--- config.mk ---
export PLATFORM = sky130hd
export DESIGN_NAME = nts_dot_unit
export DESIGN_NICKNAME = d
export VERILOG_FILES = /design/src/nts_pkg.sv /design/src/nts_dot_unit.sv
export SDC_FILE = /design/constraint.sdc
export NUM_CORES = 2
export LEC_CHECK = 0
export BUFFER_PORTS_ARGS = -buffer_cell sky130_fd_sc_hd__buf_2
export CAP_MARGIN = 5
export CORE_MARGIN = 2
export CORE_UTILIZATION = 65
export DETAILED_ROUTE_END_ITERATION = 12
export GPL_TIMING_DRIVEN = 0
export PLACE_DENSITY = 0.82
export SYNTH_ARGS = -nofsm -noshare
export SYNTH_HDL_FRONTEND = slang
export SYNTH_SLANG_ARGS = --single-unit
export TNS_END_PERCENT = 1
--- constraint.sdc ---
create_clock -name i_clk -period 8.3 [get_ports i_clk]
set_input_delay 0.415 -clock i_clk [delete_from_list [all_inputs] [get_ports i_clk]]
set_output_delay 0.415 -clock i_clk [all_outputs]
set_load 0.1 [all_outputs]
--- src/nts_pkg.sv ---
// Shared types, widths and codes for the nearest tile direction search block.
package nts_pkg;

    localparam int TILE_W      = 12;
    localparam int COUNT_W     = 13;
    localparam int COORD_BITS  = 16;
    localparam int PROD_W      = 2 * COORD_BITS;
    localparam int SCORE_W     = PROD_W + 1;
    localparam int VEC_W       = 3 * COORD_BITS;

    localparam int MAX_TILES_DEF = 4096;

    // stream payload: slot + tile xyz + query xyz, padded to whole bytes
    localparam int IN_FIELDS_W = TILE_W + 2 * VEC_W;
    localparam int IN_TDATA_W  = ((IN_FIELDS_W + 7) / 8) * 8;
    localparam int OUT_FIELDS_W = TILE_W + SCORE_W;
    localparam int OUT_TDATA_W  = ((OUT_FIELDS_W + 7) / 8) * 8;

    localparam int APB_DATA_W = 32;
    localparam int APB_ADDR_W = 3;

    localparam logic [COUNT_W-1:0] TILE_COUNT_RST = COUNT_W'(12);

    // register index taken from paddr[2]
    localparam logic REG_TILE_COUNT = 1'b0;

    // operation codes carried in s_axis_tuser
    localparam logic OP_WRITE = 1'b0;
    localparam logic OP_QUERY = 1'b1;

    typedef struct packed {
        logic signed [COORD_BITS-1:0] z;
        logic signed [COORD_BITS-1:0] y;
        logic signed [COORD_BITS-1:0] x;
    } t_tile_vec;

    // tag that travels with each table entry through the dot pipeline
    typedef struct packed {
        logic vld;
        logic first;
        logic last;
    } t_dot_ctl;

endpackage

--- src/nts_dot_unit.sv ---
// Shared dot product unit: three products, registered, then a registered sum.
module nts_dot_unit (
    input  logic                                i_clk,
    input  logic                                i_rst_n,
    input  nts_pkg::t_tile_vec                  i_vec,
    input  nts_pkg::t_tile_vec                  i_q,
    input  nts_pkg::t_dot_ctl                   i_ctl,
    output logic signed [nts_pkg::SCORE_W-1:0]  o_sum,
    output nts_pkg::t_dot_ctl                   o_ctl
);

    logic signed [nts_pkg::PROD_W-1:0]  r_px;
    logic signed [nts_pkg::PROD_W-1:0]  r_py;
    logic signed [nts_pkg::PROD_W-1:0]  r_pz;
    logic signed [nts_pkg::SCORE_W-1:0] r_sum;
    nts_pkg::t_dot_ctl                  r_ctl1;
    nts_pkg::t_dot_ctl                  r_ctl2;

    always_ff @(posedge i_clk) begin
        r_px  <= i_vec.x * i_q.x;
        r_py  <= i_vec.y * i_q.y;
        r_pz  <= i_vec.z * i_q.z;
        // three Q2.30 products cannot overflow 33 bits
        r_sum <= nts_pkg::SCORE_W'(r_px) + nts_pkg::SCORE_W'(r_py)
               + nts_pkg::SCORE_W'(r_pz);
    end

    always_ff @(posedge i_clk) begin
        if (!i_rst_n) begin
            r_ctl1 <= '0;
            r_ctl2 <= '0;
        end else begin
            r_ctl1 <= i_ctl;
            r_ctl2 <= r_ctl1;
        end
    end

    assign o_sum = r_sum;
    assign o_ctl = r_ctl2;

endmodule

==> metrics.txt <==
HP Start=i_ctl[2]; slowest stage delay, CP=0.58 ns; drt drc=0; most used flip-flop cell after synthesis=dfxtp_1; CTS tree=yes; RSZ-0062 raised after global routing=no; CP Max Fanout=10; Cells after DPL=4434; status=finished, final reports clean; first-pass GRT wire length=137800 um; Max Freq=139.2 MHz; largest net degree at the start of global routing=19; Inserted Diodes=0; hold crit path type=in -> reg; Initial Utilization=65.45%; drt total wl=81540 um; max-slew violation total from the final report=0; Die W=233.3 um; clk_lat worst skew=0.44 ns; R2R cell count=10; CTS resizes=0; Final TNS setup=0 ns; final setup violating endpoints=0; fraction of registers with async set/reset=0%; clk_skew=0.01406 ns; initial antenna violation count=3; FF-to-FF End=o_sum[22]; area grow syn2layout=6.321%; most used cell, CP=fa_1; nets=4962; Max Cap Viol=0; final hold vios=0; PortBufs=136; Vias=24730; Synth Instances=3610; number of synthesized flops with an enable pin=0; Top delay family on crit path=adder cells; vias in the first global route=26760; worst path bufs/invs=7; Chip Height=233.3 um; CP Class=in -> reg; Hold Path End=r_ctl1[2]; Ports=137; TritonCTS Buffers=17; synthesized area=34190 sq um; grt total ovfl=0; Worst path slowest cell=fa_1; Reg2Reg Setup Slack=4.51 ns; Core ar.=52240 sq um; share of layout cells above drive strength 1=4.764%; WP data required=8.58 ns; CP Launch Type=input port; CTS root buffer=clkbuf_16; max_slew headroom=39.50%; HPWL Detailed=70450 um; Worst-path clk slew=0.07 ns; wire length per cell=18.26 um; CP Capture Type=flop; clock sink count=135; Synth warnings=0; mean post-synth cell area=9.470 sq um; H-tree Lvls=4; drt first pass iters=5; Bufs on Longest Clock Path=2; Synthesized Nets=4807; final cell count without fillers=4466; sequential area share after synthesis=7.905%; Fill cells=3913; Global Route Usage Sum=32.72%; ratio of final minimum period to clock period=86.54%; Arr. time, crit path=7.46 ns; Final ANT Viol Nets=0; #FFs+latches synth=135; Final Critical Period=7.183 ns; pin slew with the least headroom to its limit=0.8998 ns; die area=54450 sq um; Distinct cells, synth=66; 1st-iter DRT viols=1662; Rows=84; hold buffers post-CTS=0; Worst R2R Start=r_px[2]; via density per instance=5.538; post-CTS setup buffer count=0; Final Wtd Congestion=0.9835; cells along the critical path=buf_2 > clkbuf_1 > nand2_1 > fa_1 > inv_1 > fa_1 > inv_1 > fa_1 > inv_1 > fa_1 > fa_1 > inv_1 > fa_1 > inv_1 > ha_1 > a21o_1 > a21o_1 > a21oi_1 > o21ai_0 > a211oi_2 > o21ai_0 > a2111oi_0 > nor3_1 > xor2_1; Hold Path Depth=2
[kinds of logic (layout without fill, tap and decap cells)]
family	after synthesis	after routing	share of synthesized area (%)
adder cells (fa/ha/maj)	1096	1096	58.10
buffers and inverters	991	1159	10.88
AND/OR/NAND/NOR	964	964	14.01
AO/OA/AOI/OAI	289	289	5.640
flip-flops	135	135	7.905
XOR/XNOR	134	134	3.433
multiplexers	1	1	0.02928
[cell type report]
cell class | count | area [sq um] | share of cell area (%)
clock buffers | 17 | 425.4 | 1.170
repair buffers | 136 | 680.7 | 1.873
multi-input cells | 2484 | 27760 | 76.38
plain buffers | 103 | 387.9 | 1.067
clock inverters | 15 | 193.9 | 0.5336
well taps | 688 | 860.8 | 2.368
flip-flops and latches | 135 | 2703 | 7.435
inverters | 888 | 3333 | 9.170
[layer usage]
metal / global-route usage (%) / wire length, um / vias to the layer above
met4: 10.55 / 2760 / 2
met3: 7.080 / 7563 / 212
met1: 44.55 / 32710 / 12510
met2: 52.67 / 38490 / 1027
met5: 0 / 17 / -
li1: - / - / 10980
[layout by cell type (no fill, tap or decap), types with 4 or more instances in the layout]
master     synthesis  layout
and3_1            12      12
clkinv_8           0       5
a211o_1            4       4
nand4_1           10      10
nor2b_1            8       8
a2111oi_0          4       4
o21ai_0           40      40
clkbuf_1         101     101
xor2_1            31      31
nor2_1            90      90
dfxtp_1          135     135
nand2b_1          23      23
xnor2_1          103     103
and2_1           370     370
nor3_1            15      15
o31ai_1            4       4
a211oi_1           5       5
fa_1             819     819
inv_8              0       4
o21a_1            14      14
a21oi_1           86      86
nand2_1          398     398
inv_1            888     888
nand3_1           21      21
a31oi_1            7       7
clkbuf_16          0      17
o41ai_1            4       4
o211ai_1           6       6
o21bai_1          20      20
a21o_1            58      58
buf_2              0     136
ha_1             277     277
[synthesized netlist by cell type, types with 8 or more instances]
library cell,count,area share [%]
and2_1,370,6.8
o21ai_0,40,0.59
xor2_1,31,0.79
o21bai_1,20,0.44
clkbuf_1,101,1.1
nor2_1,90,0.99
nand2_1,398,4.4
xnor2_1,103,2.6
a21o_1,58,1.3
o21a_1,14,0.31
inv_1,888,9.8
and3_1,12,0.22
nand4_1,10,0.18
a21oi_1,86,1.3
dfxtp_1,135,7.9
nor2b_1,8,0.15
nand3_1,21,0.31
nor3_1,15,0.22
nand2b_1,23,0.42
ha_1,277,10
fa_1,819,48
[how the worst max path moves through the flow]
stage | startpoint | endpoint | cells past startpoint | slack, ns
detailed placement | i_q[7] | r_px[29] | 24 | 0.79
CTS | i_q[7] | r_px[29] | 24 | 1.23
global placement | i_q[7] | r_px[29] | 24 | 0.82
floorplan | i_vec[47] | r_pz[28] | 19 | 2.08
global route | i_q[2] | r_px[29] | 21 | 0.79
finish | i_q[7] | r_px[29] | 24 | 1.12
[registers in the layout, indices dropped and copies added (netlist names)]
signal,cells
r_px,32
o_sum,33
r_pz,32
r_py,32
r_ctl1,3
o_ctl,3
[through the flow]
stage,setup slack [ns],utilization [%],hold WS (ns),instance area (sq um)
2_1_floorplan,2.076,-,0.4118,34190
3_3_place_gp,0.8232,68.40,0.4129,35730
3_5_place_dp,0.7919,68.40,0.4275,35730
4_1_cts,1.232,69.58,0.1761,36350
5_1_grt,0.7903,69.58,0.1747,36350
6_report,1.117,69.58,0.1770,36350
Power is not shown: default switching activity piles up to over one toggle a cycle in this logic, so the estimate is an artifact.
