**src/nts_pkg.sv**
```systemverilog
// Shared types, widths and codes for the nearest tile direction search block.
package nts_pkg;

    localparam int TILE_W      = 12;
    localparam int COUNT_W     = 13;
    localparam int COORD_BITS  = 16;
    localparam int PROD_W      = 2 * COORD_BITS;
    localparam int SCORE_W     = PROD_W + 1;
    localparam int VEC_W       = 3 * COORD_BITS;

    localparam int MAX_TILES_DEF = 4096;

    // stream payload: slot + tile xyz + query xyz, padded to whole bytes
    localparam int IN_FIELDS_W = TILE_W + 2 * VEC_W;
    localparam int IN_TDATA_W  = ((IN_FIELDS_W + 7) / 8) * 8;
    localparam int OUT_FIELDS_W = TILE_W + SCORE_W;
    localparam int OUT_TDATA_W  = ((OUT_FIELDS_W + 7) / 8) * 8;

    localparam int APB_DATA_W = 32;
    localparam int APB_ADDR_W = 3;

    localparam logic [COUNT_W-1:0] TILE_COUNT_RST = COUNT_W'(12);

    // register index taken from paddr[2]
    localparam logic REG_TILE_COUNT = 1'b0;

    // operation codes carried in s_axis_tuser
    localparam logic OP_WRITE = 1'b0;
    localparam logic OP_QUERY = 1'b1;

    typedef struct packed {
        logic signed [COORD_BITS-1:0] z;
        logic signed [COORD_BITS-1:0] y;
        logic signed [COORD_BITS-1:0] x;
    } t_tile_vec;

    // tag that travels with each table entry through the dot pipeline
    typedef struct packed {
        logic vld;
        logic first;
        logic last;
    } t_dot_ctl;

endpackage

```
**src/nts_scan_ctrl.sv**
```systemverilog
// Scan sequencer: table writes, address issue and running maximum of dot products.
module nts_scan_ctrl #(
    parameter int MAX_TILES = nts_pkg::MAX_TILES_DEF,
    parameter int IDX_W     = $clog2(MAX_TILES)
) (
    input  logic                                i_clk,
    input  logic                                i_rst_n,
    // input transaction
    input  logic                                i_in_vld,
    output logic                                o_in_rdy,
    input  logic                                i_in_op,
    input  logic [nts_pkg::TILE_W-1:0]          i_slot,
    input  nts_pkg::t_tile_vec                  i_tile,
    input  nts_pkg::t_tile_vec                  i_query,
    input  logic [nts_pkg::COUNT_W-1:0]         i_tile_count,
    // table ports
    output logic                                o_wr_en,
    output logic [IDX_W-1:0]                    o_wr_addr,
    output nts_pkg::t_tile_vec                  o_wr_data,
    output logic                                o_rd_en,
    output logic [IDX_W-1:0]                    o_rd_addr,
    // dot unit
    output nts_pkg::t_tile_vec                  o_query,
    output nts_pkg::t_dot_ctl                   o_rd_ctl,
    input  logic signed [nts_pkg::SCORE_W-1:0]  i_sum,
    input  nts_pkg::t_dot_ctl                   i_sum_ctl,
    // result
    output logic                                o_res_vld,
    input  logic                                i_res_rdy,
    output logic [nts_pkg::TILE_W-1:0]          o_res_tile,
    output logic signed [nts_pkg::SCORE_W-1:0]  o_res_score
);

    typedef enum logic [3:0] {
        ST_IDLE  = 4'b0001,
        ST_ISSUE = 4'b0010,
        ST_DRAIN = 4'b0100,
        ST_HOLD  = 4'b1000
    } t_state;

    t_state                              r_state;
    t_state                              n_state;
    logic [IDX_W-1:0]                    r_addr;
    logic [IDX_W-1:0]                    r_last_addr;
    logic [IDX_W-1:0]                    n_last_addr;
    logic [IDX_W-1:0]                    r_cmp_idx;
    logic [IDX_W-1:0]                    cur_idx;
    logic [IDX_W-1:0]                    r_best_idx;
    logic signed [nts_pkg::SCORE_W-1:0]  r_best_score;
    nts_pkg::t_tile_vec                  r_query;
    nts_pkg::t_dot_ctl                   r_rd_ctl;
    nts_pkg::t_dot_ctl                   issue_ctl;
    logic                                in_acc;
    logic                                q_start;
    logic                                take;
    logic [31:0]                         cnt_ext;
    logic [31:0]                         best_ext;

    assign o_in_rdy = (r_state == ST_IDLE);
    assign in_acc   = i_in_vld && o_in_rdy;
    assign q_start  = in_acc && (i_in_op == nts_pkg::OP_QUERY);

    assign o_wr_en   = in_acc && (i_in_op == nts_pkg::OP_WRITE)
                    && (32'(i_slot) < 32'(MAX_TILES));
    assign o_wr_addr = IDX_W'(i_slot);
    assign o_wr_data = i_tile;

    // saturate tile_count to 1 .. MAX_TILES, keep last index
    assign cnt_ext = 32'(i_tile_count);
    always_comb begin
        priority if (cnt_ext == 32'd0) begin
            n_last_addr = '0;
        end else if (cnt_ext >= 32'(MAX_TILES)) begin
            n_last_addr = IDX_W'(MAX_TILES - 1);
        end else begin
            n_last_addr = IDX_W'(cnt_ext - 32'd1);
        end
    end

    assign issue_ctl.vld   = (r_state == ST_ISSUE);
    assign issue_ctl.first = (r_addr == '0);
    assign issue_ctl.last  = (r_addr == r_last_addr);

    assign o_rd_en   = issue_ctl.vld;
    assign o_rd_addr = r_addr;
    assign o_rd_ctl  = r_rd_ctl;
    assign o_query   = r_query;

    always_comb begin
        n_state = r_state;
        unique case (r_state)
            ST_IDLE: begin
                if (q_start) n_state = ST_ISSUE;
            end
            ST_ISSUE: begin
                if (issue_ctl.last) n_state = ST_DRAIN;
            end
            ST_DRAIN: begin
                if (i_sum_ctl.vld && i_sum_ctl.last) n_state = ST_HOLD;
            end
            ST_HOLD: begin
                if (i_res_rdy) n_state = ST_IDLE;
            end
            default: n_state = ST_IDLE;
        endcase
    end

    always_ff @(posedge i_clk) begin
        if (!i_rst_n) begin
            r_state  <= ST_IDLE;
            r_addr   <= '0;
            r_rd_ctl <= '0;
        end else begin
            r_state  <= n_state;
            r_rd_ctl <= issue_ctl;  // aligned with registered table read
            if (q_start) begin
                r_addr <= '0;
            end else if (issue_ctl.vld) begin
                r_addr <= r_addr + 1'b1;
            end
        end
    end

    always_ff @(posedge i_clk) begin
        if (q_start) begin
            r_query     <= i_query;
            r_last_addr <= n_last_addr;
        end
    end

    // strict greater-than keeps the lowest index on ties
    assign cur_idx = i_sum_ctl.first ? '0 : r_cmp_idx;
    assign take    = i_sum_ctl.vld && (i_sum_ctl.first || (i_sum > r_best_score));

    always_ff @(posedge i_clk) begin
        if (i_sum_ctl.vld) begin
            r_cmp_idx <= cur_idx + 1'b1;
        end
        if (take) begin
            r_best_idx   <= cur_idx;
            r_best_score <= i_sum;
        end
    end

    assign best_ext    = 32'(r_best_idx);
    assign o_res_vld   = (r_state == ST_HOLD);
    assign o_res_tile  = best_ext[nts_pkg::TILE_W-1:0];
    assign o_res_score = r_best_score;

`ifndef SYNTHESIS
    a_sum_only_in_scan: assert property (@(posedge i_clk) disable iff (!i_rst_n)
        i_sum_ctl.vld |-> (r_state == ST_ISSUE || r_state == ST_DRAIN))
        else $error("dot result outside a scan");

    a_addr_in_range: assert property (@(posedge i_clk) disable iff (!i_rst_n)
        (r_state == ST_ISSUE) |-> (r_addr <= r_last_addr))
        else $error("scan address past tile count");

    a_hold_after_last: assert property (@(posedge i_clk) disable iff (!i_rst_n)
        $rose(r_state == ST_HOLD) |-> $past(i_sum_ctl.vld && i_sum_ctl.last))
        else $error("result raised before last entry compared");

    a_cmp_idx_range: assert property (@(posedge i_clk) disable iff (!i_rst_n)
        (i_sum_ctl.vld && !i_sum_ctl.first) |-> (r_cmp_idx <= r_last_addr))
        else $error("compare index past tile count");
`endif

endmodule

```
**config.mk**
```make
export PLATFORM = sky130hd
export DESIGN_NAME = nts_scan_ctrl
export DESIGN_NICKNAME = d
export VERILOG_FILES = /design/src/nts_pkg.sv /design/src/nts_scan_ctrl.sv
export SDC_FILE = /design/constraint.sdc
export NUM_CORES = 1
export LEC_CHECK = 0
export BUFFER_PORTS_ARGS = -buffer_cell sky130_fd_sc_hd__buf_2
export CAP_MARGIN = 20
export CORE_AREA = 2 2 130 132
export DETAILED_ROUTE_END_ITERATION = 8
export DIE_AREA = 0 0 132 134
export HOLD_SLACK_MARGIN = 0.12
export PLACE_DENSITY = 0.71
export SLEW_MARGIN = 20
export SYNTH_ARGS = -nofsm -noshare
export SYNTH_HDL_FRONTEND = slang
export SYNTH_SLANG_ARGS = --single-unit
```
**constraint.sdc**
```tcl
create_clock -name i_clk -period 21.3 [get_ports i_clk]
set_clock_uncertainty 0.2 [all_clocks]
set_input_delay 4.26 -clock i_clk [delete_from_list [all_inputs] [get_ports i_clk]]
set_output_delay 4.26 -clock i_clk [all_outputs]
set_load 0.03 [all_outputs]
```
==> results of run 1 <==
==> through the flow <==
| stage | setup WS (ns) | hold WS [ns] | util |
|---|---|---|---|
| final | 12.09 | 0.364 | 0.486 |
| after floorplan | 11.57 | 0.344 | - |
| after detailed placement | 12.09 | 0.348 | 0.446 |
| after CTS | 12.09 | 0.366 | 0.486 |
| after global placement | 12.10 | 0.351 | 0.446 |
| after global routing | 12.06 | 0.402 | 0.486 |
==> path summary, 6_finish.rpt <==
path              slack (ns)  cells past startpoint                    endpoint                       start
setup / recovery       12.09                      3                     o_wr_en                     i_in_op
hold / removal          0.36                      2  o_rd_addr[10]$_SDFFE_PP0P_  o_rd_addr[10]$_SDFFE_PP0P_
hold reg to reg         0.36                      2  o_rd_addr[10]$_SDFFE_PP0P_  o_rd_addr[10]$_SDFFE_PP0P_
setup reg to reg       18.01                      8     o_res_tile[2]$_DFFE_PP_   o_res_score[15]$_DFFE_PP_
==> registers in the layout (all words and copies together) (netlist names) <==
register,count
o_query,48
o_rd_addr,12
o_rd_ctl,3
o_res_score,33
o_res_tile,12
r_cmp_idx,12
r_last_addr,12
r_state,4
==> kinds of logic after synthesis <==
family	share of synthesized area
flops	0.611
mux	0.00177
buf+inv	0.101
fa+ha+maj	0.0746
xor+xnor	0.0550
simple gates	0.111
compound gates	0.0463
==> power groups by stage <==
stage / Clock, mW / Combinational (mW) / Sequential [mW]
after floorplan: 0 / 0.0485 / 0.343
after detailed placement: 0 / 0.0815 / 0.319
final: 0.328 / 0.0808 / 0.313
after global routing: 0.345 / 0.0883 / 0.315
after CTS: 0.334 / 0.0819 / 0.314
after global placement: 0 / 0.0807 / 0.318
==> synthesized netlist by cell type (6+ instances only) <==
master	instances	area share
sky130_fd_sc_hd__nor2b_1	12	0.012
sky130_fd_sc_hd__inv_1	41	0.024
sky130_fd_sc_hd__nor2_1	25	0.015
sky130_fd_sc_hd__nor3_1	6	0.0047
sky130_fd_sc_hd__buf_4	61	0.072
sky130_fd_sc_hd__dfxtp_1	19	0.060
sky130_fd_sc_hd__nand2_1	15	0.0088
sky130_fd_sc_hd__xor2_1	11	0.015
sky130_fd_sc_hd__nand3_1	14	0.011
sky130_fd_sc_hd__a21oi_1	28	0.022
sky130_fd_sc_hd__ha_1	38	0.075
sky130_fd_sc_hd__nand2b_1	6	0.0059
sky130_fd_sc_hd__nand4_1	15	0.015
sky130_fd_sc_hd__and3_1	6	0.0059
sky130_fd_sc_hd__edfxtp_1	117	0.55
sky130_fd_sc_hd__xnor2_1	29	0.040
sky130_fd_sc_hd__a21o_1	7	0.0082
==> final cells by class <==
type | instances | area share
multi-input cells | 253 | 0.234
flip-flops and latches | 136 | 0.492
clock buffers | 19 | 0.0547
inverters | 41 | 0.0194
clock inverters | 13 | 0.0286
diodes | 1 | 0.000316
well taps | 220 | 0.0347
repair buffers | 215 | 0.136
==> layer usage <==
layer / wire [microns] / vias up / track usage
met3: 1470 / 17 / 0.0858
li1: - / 2048 / -
met5: 0 / - / 0
met1: 5490 / 1914 / 0.170
met4: 204 / 0 / 0.0640
met2: 6070 / 218 / 0.231
==> worst register-to-register path: stages (launching register included) <==
cell                       delay [ns]
sky130_fd_sc_hd__edfxtp_1        0.34
sky130_fd_sc_hd__inv_1           0.05
sky130_fd_sc_hd__ha_1            0.30
sky130_fd_sc_hd__nand4_1         0.21
sky130_fd_sc_hd__or3_1           0.41
sky130_fd_sc_hd__a21oi_1         0.13
sky130_fd_sc_hd__o311ai_0        0.21
sky130_fd_sc_hd__a311oi_4        0.53
sky130_fd_sc_hd__buf_4           0.53
==> flow_results.org, run 1 <==
** Timing
- Share of the cycle needed by the critical path after routing :: 0.432
- Based on the critical path, the design can be clocked at up to 109 MHz.
- In the final timing run, aggregate negative setup slack is 0 ns.
- The final number of hold-violating endpoints is 0.
- Max transition margin :: 0.485
- Post-layout min period :: 9.21 ns
- The max-slew violation total from the final report came to 0.
- Setup violations remaining at the end of the flow were counted as 0.
- Unrepaired setup endpoints after global routing :: false
- Pin slew with the least headroom to its limit :: 0.773 ns

** Power and ir drop
- IR analysis of the VDD net gives a maximum drop of 0.0484 mV.
- The analysis attributes to net switching a power of 0.168 mW.
- The analysis attributes to cell leakage a power of 3.38 nW.
- Total power after layout :: 0.722 mW
- Cell Int Power :: 0.554 mW
- Power Density :: 91.1 mW/mm^2
- Of the total power, registers draw 0.434.
- The share of total power dissipated in the clock network is 0.454.
- The share of total power dissipated in combinational logic is 0.112.
- Of the total power, the share spent switching nets is 0.233.

** Setup path
- Among all stages on the critical path, the largest delay is contributed by sky130_fd_sc_hd__and3b_1.
- The setup path with the least slack is of type in -> out.
- Crit path largest cell delay :: 0.19 ns
- WP buf/inv :: 2
- Category of the worst setup path launch point :: primary input
- Top Family by Delay on Critical Path :: buffers and inverters
- Worst EP arrival :: 4.75 ns
- Of all nets on the critical path, the largest fanout is 3.
- At the worst endpoint, the required time is 16.84 ns.
- Cell-by-cell trace of the critical path :: buf_2 > and3b_1 > buf_2
- Worst path most repeated cell :: sky130_fd_sc_hd__buf_2
- The worst setup path is captured at an output port.

** Place
- In this run the tool buffered the top-level ports with 213 buffer cells.
- Number of placed instances, taps included :: 865
- Instance area at placement :: 0.00726 sq mm
- Routability-driven placement finished with a final weighted congestion of 0.793.
- Hpwl dp :: 10.0 mm

** Clocking
- Post-CTS timing repair inserted 0 buffers for setup.
- Level count of the clock H-tree :: 4
- The number of clock buffers added by TritonCTS is 17.
- Clock latency on the worst-skew pair, taken at its later pin, is 0.42 ns.
- Post-cts gate resize count :: 0
- CTS max path bufs :: 2
- After clock tree synthesis, the clock-pin slew on the worst setup and hold paths is 0.06 ns.
- After clock tree synthesis, the flow added hold-fix buffers numbering 0.
- TritonCTS built the clock tree.
- # clock sinks :: 136
- Clock root buffer :: sky130_fd_sc_hd__clkbuf_16

** Finish
- For this run, the number of standard cells in the final layout without fillers is 898.
- Of the cells placed in the final design, the portion with a size suffix greater than 1 is 0.372.
- Layout area overhead :: 24.3%
- The filler cells instantiated in the layout total 1493.
- The multi-input combinational cells in the finished layout cover a total of 0.00186 sq mm.
- Across the whole layout, storage elements account for 0.00389 sq mm.
- Area of all placed cells without fillers :: 0.00792 sq mm
- Most common library cell in the layout ignoring fill and taps :: sky130_fd_sc_hd__buf_2
- At the end of the flow, the number of nets in the layout was 864.
- The library cells used most frequently in the layout, excluding fill and tap cells, are sky130_fd_sc_hd__buf_2 (213), sky130_fd_sc_hd__edfxtp_1 (117), sky130_fd_sc_hd__inv_1 (41).

** Detailed routing
- Starting DRT DRC Count :: 195
- Antenna Violating Nets Remaining :: 0
- Post-detailed-routing wire length :: 13.2 mm
- After detailed routing, the average wire length per cell comes to 14.7 microns.
- The routed layout has 4197 vias.
- After detailed routing, the number of remaining DRC violations is 0.
- In the routed layout, each cell is associated on average with a via count of 4.67.
- The pre-antenna-repair detailed-routing pass consisted of 4 iterations.

** GRT
- Overall track demand over capacity in global routing :: 0.150
- For this run the aggregate overflow at the end of global routing stands at 0.
- Initial antenna violation count :: 1
- Entering global routing, the biggest net connects 63 pins.
- Vias in the first global route :: 4157
- Wire length of the first global-routing pass :: 20.5 mm

** Logic synthesis
- During synthesis, Yosys emitted a total of 0 warnings.
- After synthesis, the share of flip-flops with an asynchronous set or reset is 0.
- When the netlist entered floorplanning its net count stood at 697.
- Number of unique standard cell types used by synthesis :: 46
- Mean area per synthesized cell :: 12.8 sq um
- Sequential element share of the synthesized area :: 0.611
- Counting every instance in the synthesized netlist gives 497.
- Ys flop type :: sky130_fd_sc_hd__edfxtp_1
- Counting flops with a built-in enable in the synthesized netlist gives 117.
- Summing every instance area after synthesis gives 0.00637 sq mm.
- Post-synthesis sequential element count :: 136

** Floorplan
- For this configuration, the core starts out at a cell density of 0.391.
- Standard cell core area :: 0.0163 sq mm
- Site row count :: 47
- Width of the die :: 132 microns
- Number of placed I/O pins :: 334
- Vertical extent of the die :: 134 microns
- Overall die area :: 0.0177 sq mm

** Flow run
- Max-Cap Viols :: 0

** Worst hold path
- The path class of the tightest hold or removal check is reg -> reg.

** Outcome
- The run finished with clean final reports.
Note: power is estimated with default switching activity, not from simulation.
==> inputs of run 2 (changes only) <==
CORE_AREA = 2 2 128 130   (was 2 2 130 132)
DIE_AREA = 0 0 130 132   (was 0 0 132 134)
PLACE_DENSITY = 0.76   (was 0.71)
clock period = 7.5 ns   (was 21.3 ns; I/O delays follow)
==> flow_results.org, run 2 (synthesized netlist as in run 1, its figures left out) <==
** Detailed routing
- The first TritonRoute pass finished after 4 iterations.
- Across all layers, the routed design uses 4261 vias.
- In this run, the number of DRC markers left after iteration 0 of detailed routing was 178.
- The detail route stage leaves a number of antenna-violating nets equal to 0.
- After detailed routing, the number of remaining DRC violations is 0.
- In the final routed layout, each cell accounts on average for 16.2 microns.
- Post-detailed-routing wire length :: 14.5 mm
- Routed via count divided by cell count :: 4.77

** Clocking
- After clock tree synthesis, the clock-pin slew on the worst setup and hold paths is 0.06 ns.
- Counting every sink on the clock net gives 136.
- Level count of the clock H-tree :: 4
- Buffers inserted to repair hold after CTS numbered 0.
- Clock root buffer :: sky130_fd_sc_hd__clkbuf_16
- Buffer count from post-CTS setup fixing :: 0
- The clock passes through at most 2 buffers.
- CTS tree :: built
- The later pin in the worst-skew pair is clocked with a latency of 0.41 ns.
- Num CTS Buffers :: 17
- Post-cts gate resize count :: 0

** Place
- Number of placed instances, taps included :: 861
- Buffers placed on the I/O ports in this run total 213.
- At the end of routability-driven placement, the weighted congestion stood at 0.839.
- Summing all placed instances gives a cell area of 0.00725 sq mm.
- The HPWL after detailed placement is 11.1 mm.

** Power and ir drop
- Power Density :: 249 mW/mm^2
- Fraction of power spent switching nets :: 0.247
- Sequential share of power :: 0.457
- Worst-case vdd ir drop :: 0.143 mV
- The share of total power dissipated in the clock network is 0.424.
- The share of total power dissipated in combinational logic is 0.119.
- The internal power of the cells totals 1.47 mW.
- In this run the power spent charging and discharging nets is 0.481 mW.
- Cell leakage power :: 3.34 nW

** Timing
- Unrepaired setup endpoints after global routing :: false
- Setup TNS after final layout :: 0 ns
- Headroom to the max-slew limit came out at 0.505.
- Final number of hold-violating endpoints :: 0
- Max Transition Viols Final :: 0
- Across all hold checks on the routed design, the worst slack comes to 0.372 ns.
- Post-layout min period :: 4.22 ns
- Share of the cycle needed by the critical path after routing :: 0.563
- Final setup fails :: 0
- Derived from the worst setup path, the maximum achievable clock frequency is 237 MHz.
- At the pin with the least slew margin, the transition time is 0.742 ns.

** Finish
- Fraction of final layout cells with drive strength greater than 1 :: 0.374
- Utilization of the core after routing :: 0.499
- For this run, the number of standard cells in the final layout without fillers is 894.
- The finished cells cover 0.00784 sq mm.
- Total number of nets in the final design :: 864
- Relative to the synthesized area, the layout overhead comes to 23.1%.
- The register with the most flip-flops in the layout has 48 of them.
- Most common library cell in the layout ignoring fill and taps :: sky130_fd_sc_hd__buf_2
- Top library cells by usage in the layout, fill and taps aside :: sky130_fd_sc_hd__buf_2 (213), sky130_fd_sc_hd__edfxtp_1 (117), sky130_fd_sc_hd__inv_1 (41)

** GRT
- In the global route stage, overall resource usage came out at 0.168.
- Global route total overflow :: 0
- The first global-routing pass estimated 21.7 mm of wire.
- Initial antenna violation count :: 0
- Vias in the first global route :: 4204
- Pin count of the biggest net entering global routing :: 61

** Flow run
- Max-cap violations in this run came to 0.

** Floorplan
- Overall die area :: 0.0172 sq mm
- Pin placement for this block handled 334 I/O pins.
- Width of the die :: 130 microns
- The floorplan has 46 rows.
- Standard cell core area :: 0.0157 sq mm
- Initial Utilization :: 0.406
- Vertical extent of the die :: 132 microns

** Worst hold path
- Class of the most critical hold timing path :: reg -> reg

** Setup path
- Critical path data required time :: 7.36 ns
- Top Family by Delay on Critical Path :: compound AO/OA/AOI/OAI gates
- On the worst path, the slowest cell contributes a delay of 0.71 ns.
- Slowest-stage cell, CP :: sky130_fd_sc_hd__a311oi_4
- Cell-by-cell trace of the critical path :: buf_2 > ha_1 > nand4_1 > or3_1 > a21oi_1 > o311ai_0 > a311oi_4 > buf_4
- Together, buffers and inverters on the worst path number 2.
- STA puts the critical path data arrival time at 4.08 ns.
- Category of the worst setup path launch point :: primary input
- Peak fanout along the critical path :: 34
- Worst Setup End Kind :: flop
- The critical path is of the in -> reg type.

** Outcome
- The run finished with clean final reports.
-- run 2: changes by cell type in the layout (fill, tap and decap cells not counted) --
cell / change
sky130_fd_sc_hd__bufinv_16: -3
sky130_fd_sc_hd__clkbuf_1: -1
sky130_fd_sc_hd__clkinv_2: +3
sky130_fd_sc_hd__clkinv_4: -1
sky130_fd_sc_hd__clkinvlp_4: +2
-- run 2: layout make-up --
cell class	instances	area (sq um)
multi-input cells	253	1860
flip-flops and latches	136	3890
repair buffers	215	1080
clock inverters	14	158
well taps	216	270
inverters	41	154
clock buffers	18	429
diodes	1	2.50
fillers	1416	7870
-- run 2: power by group through the flow --
stage	clock (mW)	combinational, mW	sequential [mW]
2_1_floorplan	0	0.138	0.973
3_3_place_gp	0	0.231	0.905
3_5_place_dp	0	0.235	0.907
4_1_cts	0.849	0.236	0.891
5_1_grt	0.878	0.254	0.895
6_report	0.828	0.232	0.891
-- run 2: metrics by stage --
step           setup slack [ns]  total power, mW
2_1_floorplan             0.530             1.11
5_1_grt                    3.13             2.03
3_5_place_dp               2.84             1.14
3_3_place_gp               2.89             1.14
6_report                   3.28             1.95
4_1_cts                    3.26             1.98
-- run 2: final timing paths --
| check | startpoint | to | cells past startpoint | slack [ns] |
|---|---|---|---|---|
| max | i_sum[16] | o_res_tile[2]$_DFFE_PP_ | 8 | 3.28 |
| min reg2reg | o_rd_addr[10]$_SDFFE_PP0P_ | o_rd_addr[10]$_SDFFE_PP0P_ | 2 | 0.37 |
| max reg2reg | o_res_score[16]$_DFFE_PP_ | o_res_tile[2]$_DFFE_PP_ | 8 | 4.09 |
| min | o_rd_addr[10]$_SDFFE_PP0P_ | o_rd_addr[10]$_SDFFE_PP0P_ | 2 | 0.37 |
-- run 2: worst min-delay path: cells and delay by family, from the launching register on --
family         cells  cell delay, ns
AO/OA/AOI/OAI      2            0.16
flip-flops         1            0.37
-- run 2: layer usage --
metal / vias up / global-route usage / part of all wire
met3: 44 / 0.0856 / 0.11
met5: - / 0.0176 / 0.0030
met2: 219 / 0.264 / 0.47
li1: 2051 / - / -
met4: 2 / 0.0771 / 0.030
met1: 1945 / 0.188 / 0.39
==> inputs of run 3 (changes only) <==
ABC_AREA = 1   (was default)
CORE_AREA = default   (was 2 2 128 130)
CORE_MARGIN = 1.5   (was default)
CORE_UTILIZATION = 42   (was default)
DIE_AREA = default   (was 0 0 130 132)
PLACE_DENSITY = 0.78   (was 0.76)
clock period = 3.8 ns   (was 7.5 ns; I/O delays follow)
==> flow_results.org, run 3 <==
** Detailed routing
- In the final routed layout, each cell accounts on average for 14.3 microns.
- The detail route stage leaves a number of antenna-violating nets equal to 0.
- Starting DRT DRC Count :: 160
- After detailed routing, the number of vias per cell comes to 4.54.
- For this run, design rule violations remaining after detail routing come to 0.
- The first detailed-routing pass took 4 iterations.
- Post-detailed-routing wire length :: 14.4 mm
- The final route contains 4585 vias.

** GRT
- For this run the aggregate overflow at the end of global routing stands at 0.
- The number of global-route vias before repair is 4363.
- Wire length of the first global-routing pass :: 21.9 mm
- The number of antenna violations at the first check in global routing is 0.
- Overall track demand over capacity in global routing :: 0.175
- Pin count of the biggest net entering global routing :: 49

** Clocking
- The clock reaches the later pin of the worst-skew pair after 0.41 ns.
- Clock-pin transition on the worst setup and hold timing paths :: 0.06 ns
- Hold repair after CTS inserted 0 buffers.
- In this run the number of H-tree levels came out at 4.
- Clock root buffer :: sky130_fd_sc_hd__clkbuf_16
- Num CTS Buffers :: 17
- Buffer count from post-CTS setup fixing :: 0
- CTS tree :: built
- # clock sinks :: 136
- Once the clock tree was built, the resizer swapped 0 gates to a different size.
- The clock passes through at most 2 buffers.

** Finish
- Total number of nets in the final design :: 987
- The library cell used most frequently in the layout, excluding fill and tap cells, is sky130_fd_sc_hd__buf_2.
- Register cell area after layout :: 0.00389 sq mm
- The number of antenna diodes in the final layout is 0.
- After routing the design area is 0.00807 sq mm.
- Layout area overhead :: 22.0%
- In the layout the commonest cells are sky130_fd_sc_hd__buf_2 (213), sky130_fd_sc_hd__edfxtp_1 (117), sky130_fd_sc_hd__nand2_1 (107).
- Largest register FFs :: 48
- Of the cells placed in the final design, the portion with a size suffix greater than 1 is 0.323.
- In the final layout, the multi-input gates occupy 0.00187 sq mm.
- Fill cells :: 1362

** Worst hold path
- Class of the most critical hold timing path :: in -> reg
- The startpoint identified for the worst hold timing path is i_query[9].

** Power and ir drop
- IR analysis of the VDD net gives a maximum drop of 0.299 mV.
- Power spread over the standard cell area amounts to 519 mW/mm^2.
- Power comes to 4.19 mW.
- Cell leakage power :: 3.77 nW

** Logic synthesis
- For this run, asynchronously set or reset flops after synthesis account for 0.
- Cell types occupying the most area after synthesis :: sky130_fd_sc_hd__edfxtp_1 (53%), sky130_fd_sc_hd__ha_1 (7.2%), sky130_fd_sc_hd__buf_4 (6.8%), sky130_fd_sc_hd__nand2_1 (6.1%), sky130_fd_sc_hd__dfxtp_1 (5.8%)
- Averaged over all synthesized cells, the footprint is 10.7 sq um.
- After synthesis the cells add up to 0.00661 sq mm.
- Ys flop type :: sky130_fd_sc_hd__edfxtp_1
- Top cell types by occurrence after synthesis :: sky130_fd_sc_hd__edfxtp_1 (117), sky130_fd_sc_hd__nand2_1 (107), sky130_fd_sc_hd__inv_1 (100), sky130_fd_sc_hd__buf_4 (60), sky130_fd_sc_hd__nor2_1 (55)
- Most frequent cell after synthesis :: sky130_fd_sc_hd__edfxtp_1
- Synthesis inferred 136 register bits.
- Sequential element share of the synthesized area :: 0.589
- Cells after synthesis :: 616
- Synthesis instantiated 34 different standard cells from the library.
- Syn_nets :: 816
- The share of synthesized area in the top cell type comes to 0.531.
- During synthesis, Yosys emitted a total of 0 warnings.
- Count of flip-flops with a built-in enable after synthesis :: 117
- Library cell with the largest summed area after synthesis :: sky130_fd_sc_hd__edfxtp_1

** Timing
- Headroom to the max-slew limit came out at 0.597.
- Post-layout min period :: 2.79 ns
- Setup violations remaining at the end of the flow were counted as 0.
- At the pin with the least slew margin, the transition time is 0.604 ns.
- Hold timing on the final database bottoms out at a slack of 0.317 ns.
- Setup repair after global routing left no endpoint under its margin.
- Max Clock Freq :: 358 MHz
- In the finished design, the share of the clock period the worst path needs comes to 0.734.
- Setup TNS after final layout :: 0 ns
- The final number of hold-violating endpoints came to 0.
- The max-slew violation total from the final report is 0.

** Floorplan
- Overall die area :: 0.0165 sq mm
- The initial utilization of the core area, before any placement, comes to 0.432.
- Standard cell core area :: 0.0153 sq mm
- 334 I/O pins were placed.
- Row generation in the floorplan step produced 45 rows.
- The floorplan step set the die height to 128 microns.
- The die is 128 microns wide.

** Setup path
- Worst Setup End Kind :: output port
- Data on the critical path arrives at its endpoint at 1.83 ns.
- STA classifies the critical path startpoint as a flop.
- Critical register-to-register path startpoint :: o_res_score[28]$_DFFE_PP_
- Critical path data required time :: 2.84 ns
- Critical setup path kind :: reg -> out
- Peak fanout along the critical path :: 4
- Tracing the worst setup path back leads to its startpoint at r_state[0]$_SDFFE_PN1P_.

** Outcome
- Status :: finished, final reports clean

** Place
- After detailed placement, the total cell area comes to 0.00751 sq mm.
- Placer's final routability congestion estimate :: 0.819
- Port buffering added 213 buffers.
- The HPWL after detailed placement is 11.4 mm.

** Flow run
- Max-Cap Viols :: 0
run 3: cell count changes after synthesis, moves of 7 or more:
cell,change
sky130_fd_sc_hd__xnor2_1,-16
sky130_fd_sc_hd__inv_1,+59
sky130_fd_sc_hd__nor2_1,+30
sky130_fd_sc_hd__o21ai_0,+7
sky130_fd_sc_hd__nor2b_1,-12
sky130_fd_sc_hd__nand4_1,-10
sky130_fd_sc_hd__nand2_1,+92
run 3: area by class of cell:
type / instances / share of cell area
Multi-Input combinational cell: 315 / 0.232
Sequential cell: 136 / 0.483
Inverter: 102 / 0.0474
Clock inverter: 14 / 0.0166
Timing Repair Buffer: 215 / 0.136
Clock buffer: 18 / 0.0532
Tap cell: 211 / 0.0327
run 3: kinds of logic (layout without fill, tap and decap cells):
logic type	after synthesis	after routing	share of synthesized area
compound gates	50	50	0.0405
buf+inv	165	349	0.129
fa+ha+maj	38	38	0.0719
simple gates	206	206	0.142
xor+xnor	21	21	0.0278
flops	136	136	0.589
run 3: final timing paths:
check	slack, ns	endpoint	depth (start not counted)
worst max register to register	1.16	o_res_tile[10]$_DFFE_PP_	14
worst max-delay path	1.01	o_wr_en	5
worst min-delay path	0.32	o_query[9]$_DFFE_PP_	1
worst min register to register	0.35	o_res_tile[11]$_DFFE_PP_	2
run 3: report_power, final:
part	total (mW)	switching [mW]	internal, mW
sequential	1.86	0.0510	1.81
combinational	0.769	0.547	0.222
clock	1.57	0.611	0.956
run 3: layer usage:
metal  track usage  vias up  routed length, microns
li1              -     2303                       -
met1         0.195     2064                    5640
met2         0.305      202                    7370
met3        0.0653       16                    1250
met4        0.0687        0                     184
met5             0        -                       0
run 3: through the flow:
step | worst slack (ns) | util | std cells
finish | 1.01 | 0.527 | 1011
global route | 0.897 | 0.527 | 1011
CTS | 0.925 | 0.527 | 1011
detailed placement | 0.687 | 0.490 | 979
global placement | 0.721 | 0.490 | 979
floorplan | 0.177 | - | 616
run 3: worst max-delay path: stages (launching register included):
cell and delay (ns):
sky130_fd_sc_hd__dfxtp_1 0.36, sky130_fd_sc_hd__inv_1 0.09, sky130_fd_sc_hd__nor3_4 0.31, sky130_fd_sc_hd__nand2_1 0.17
sky130_fd_sc_hd__nor2_1 0.23, sky130_fd_sc_hd__buf_2 0.26
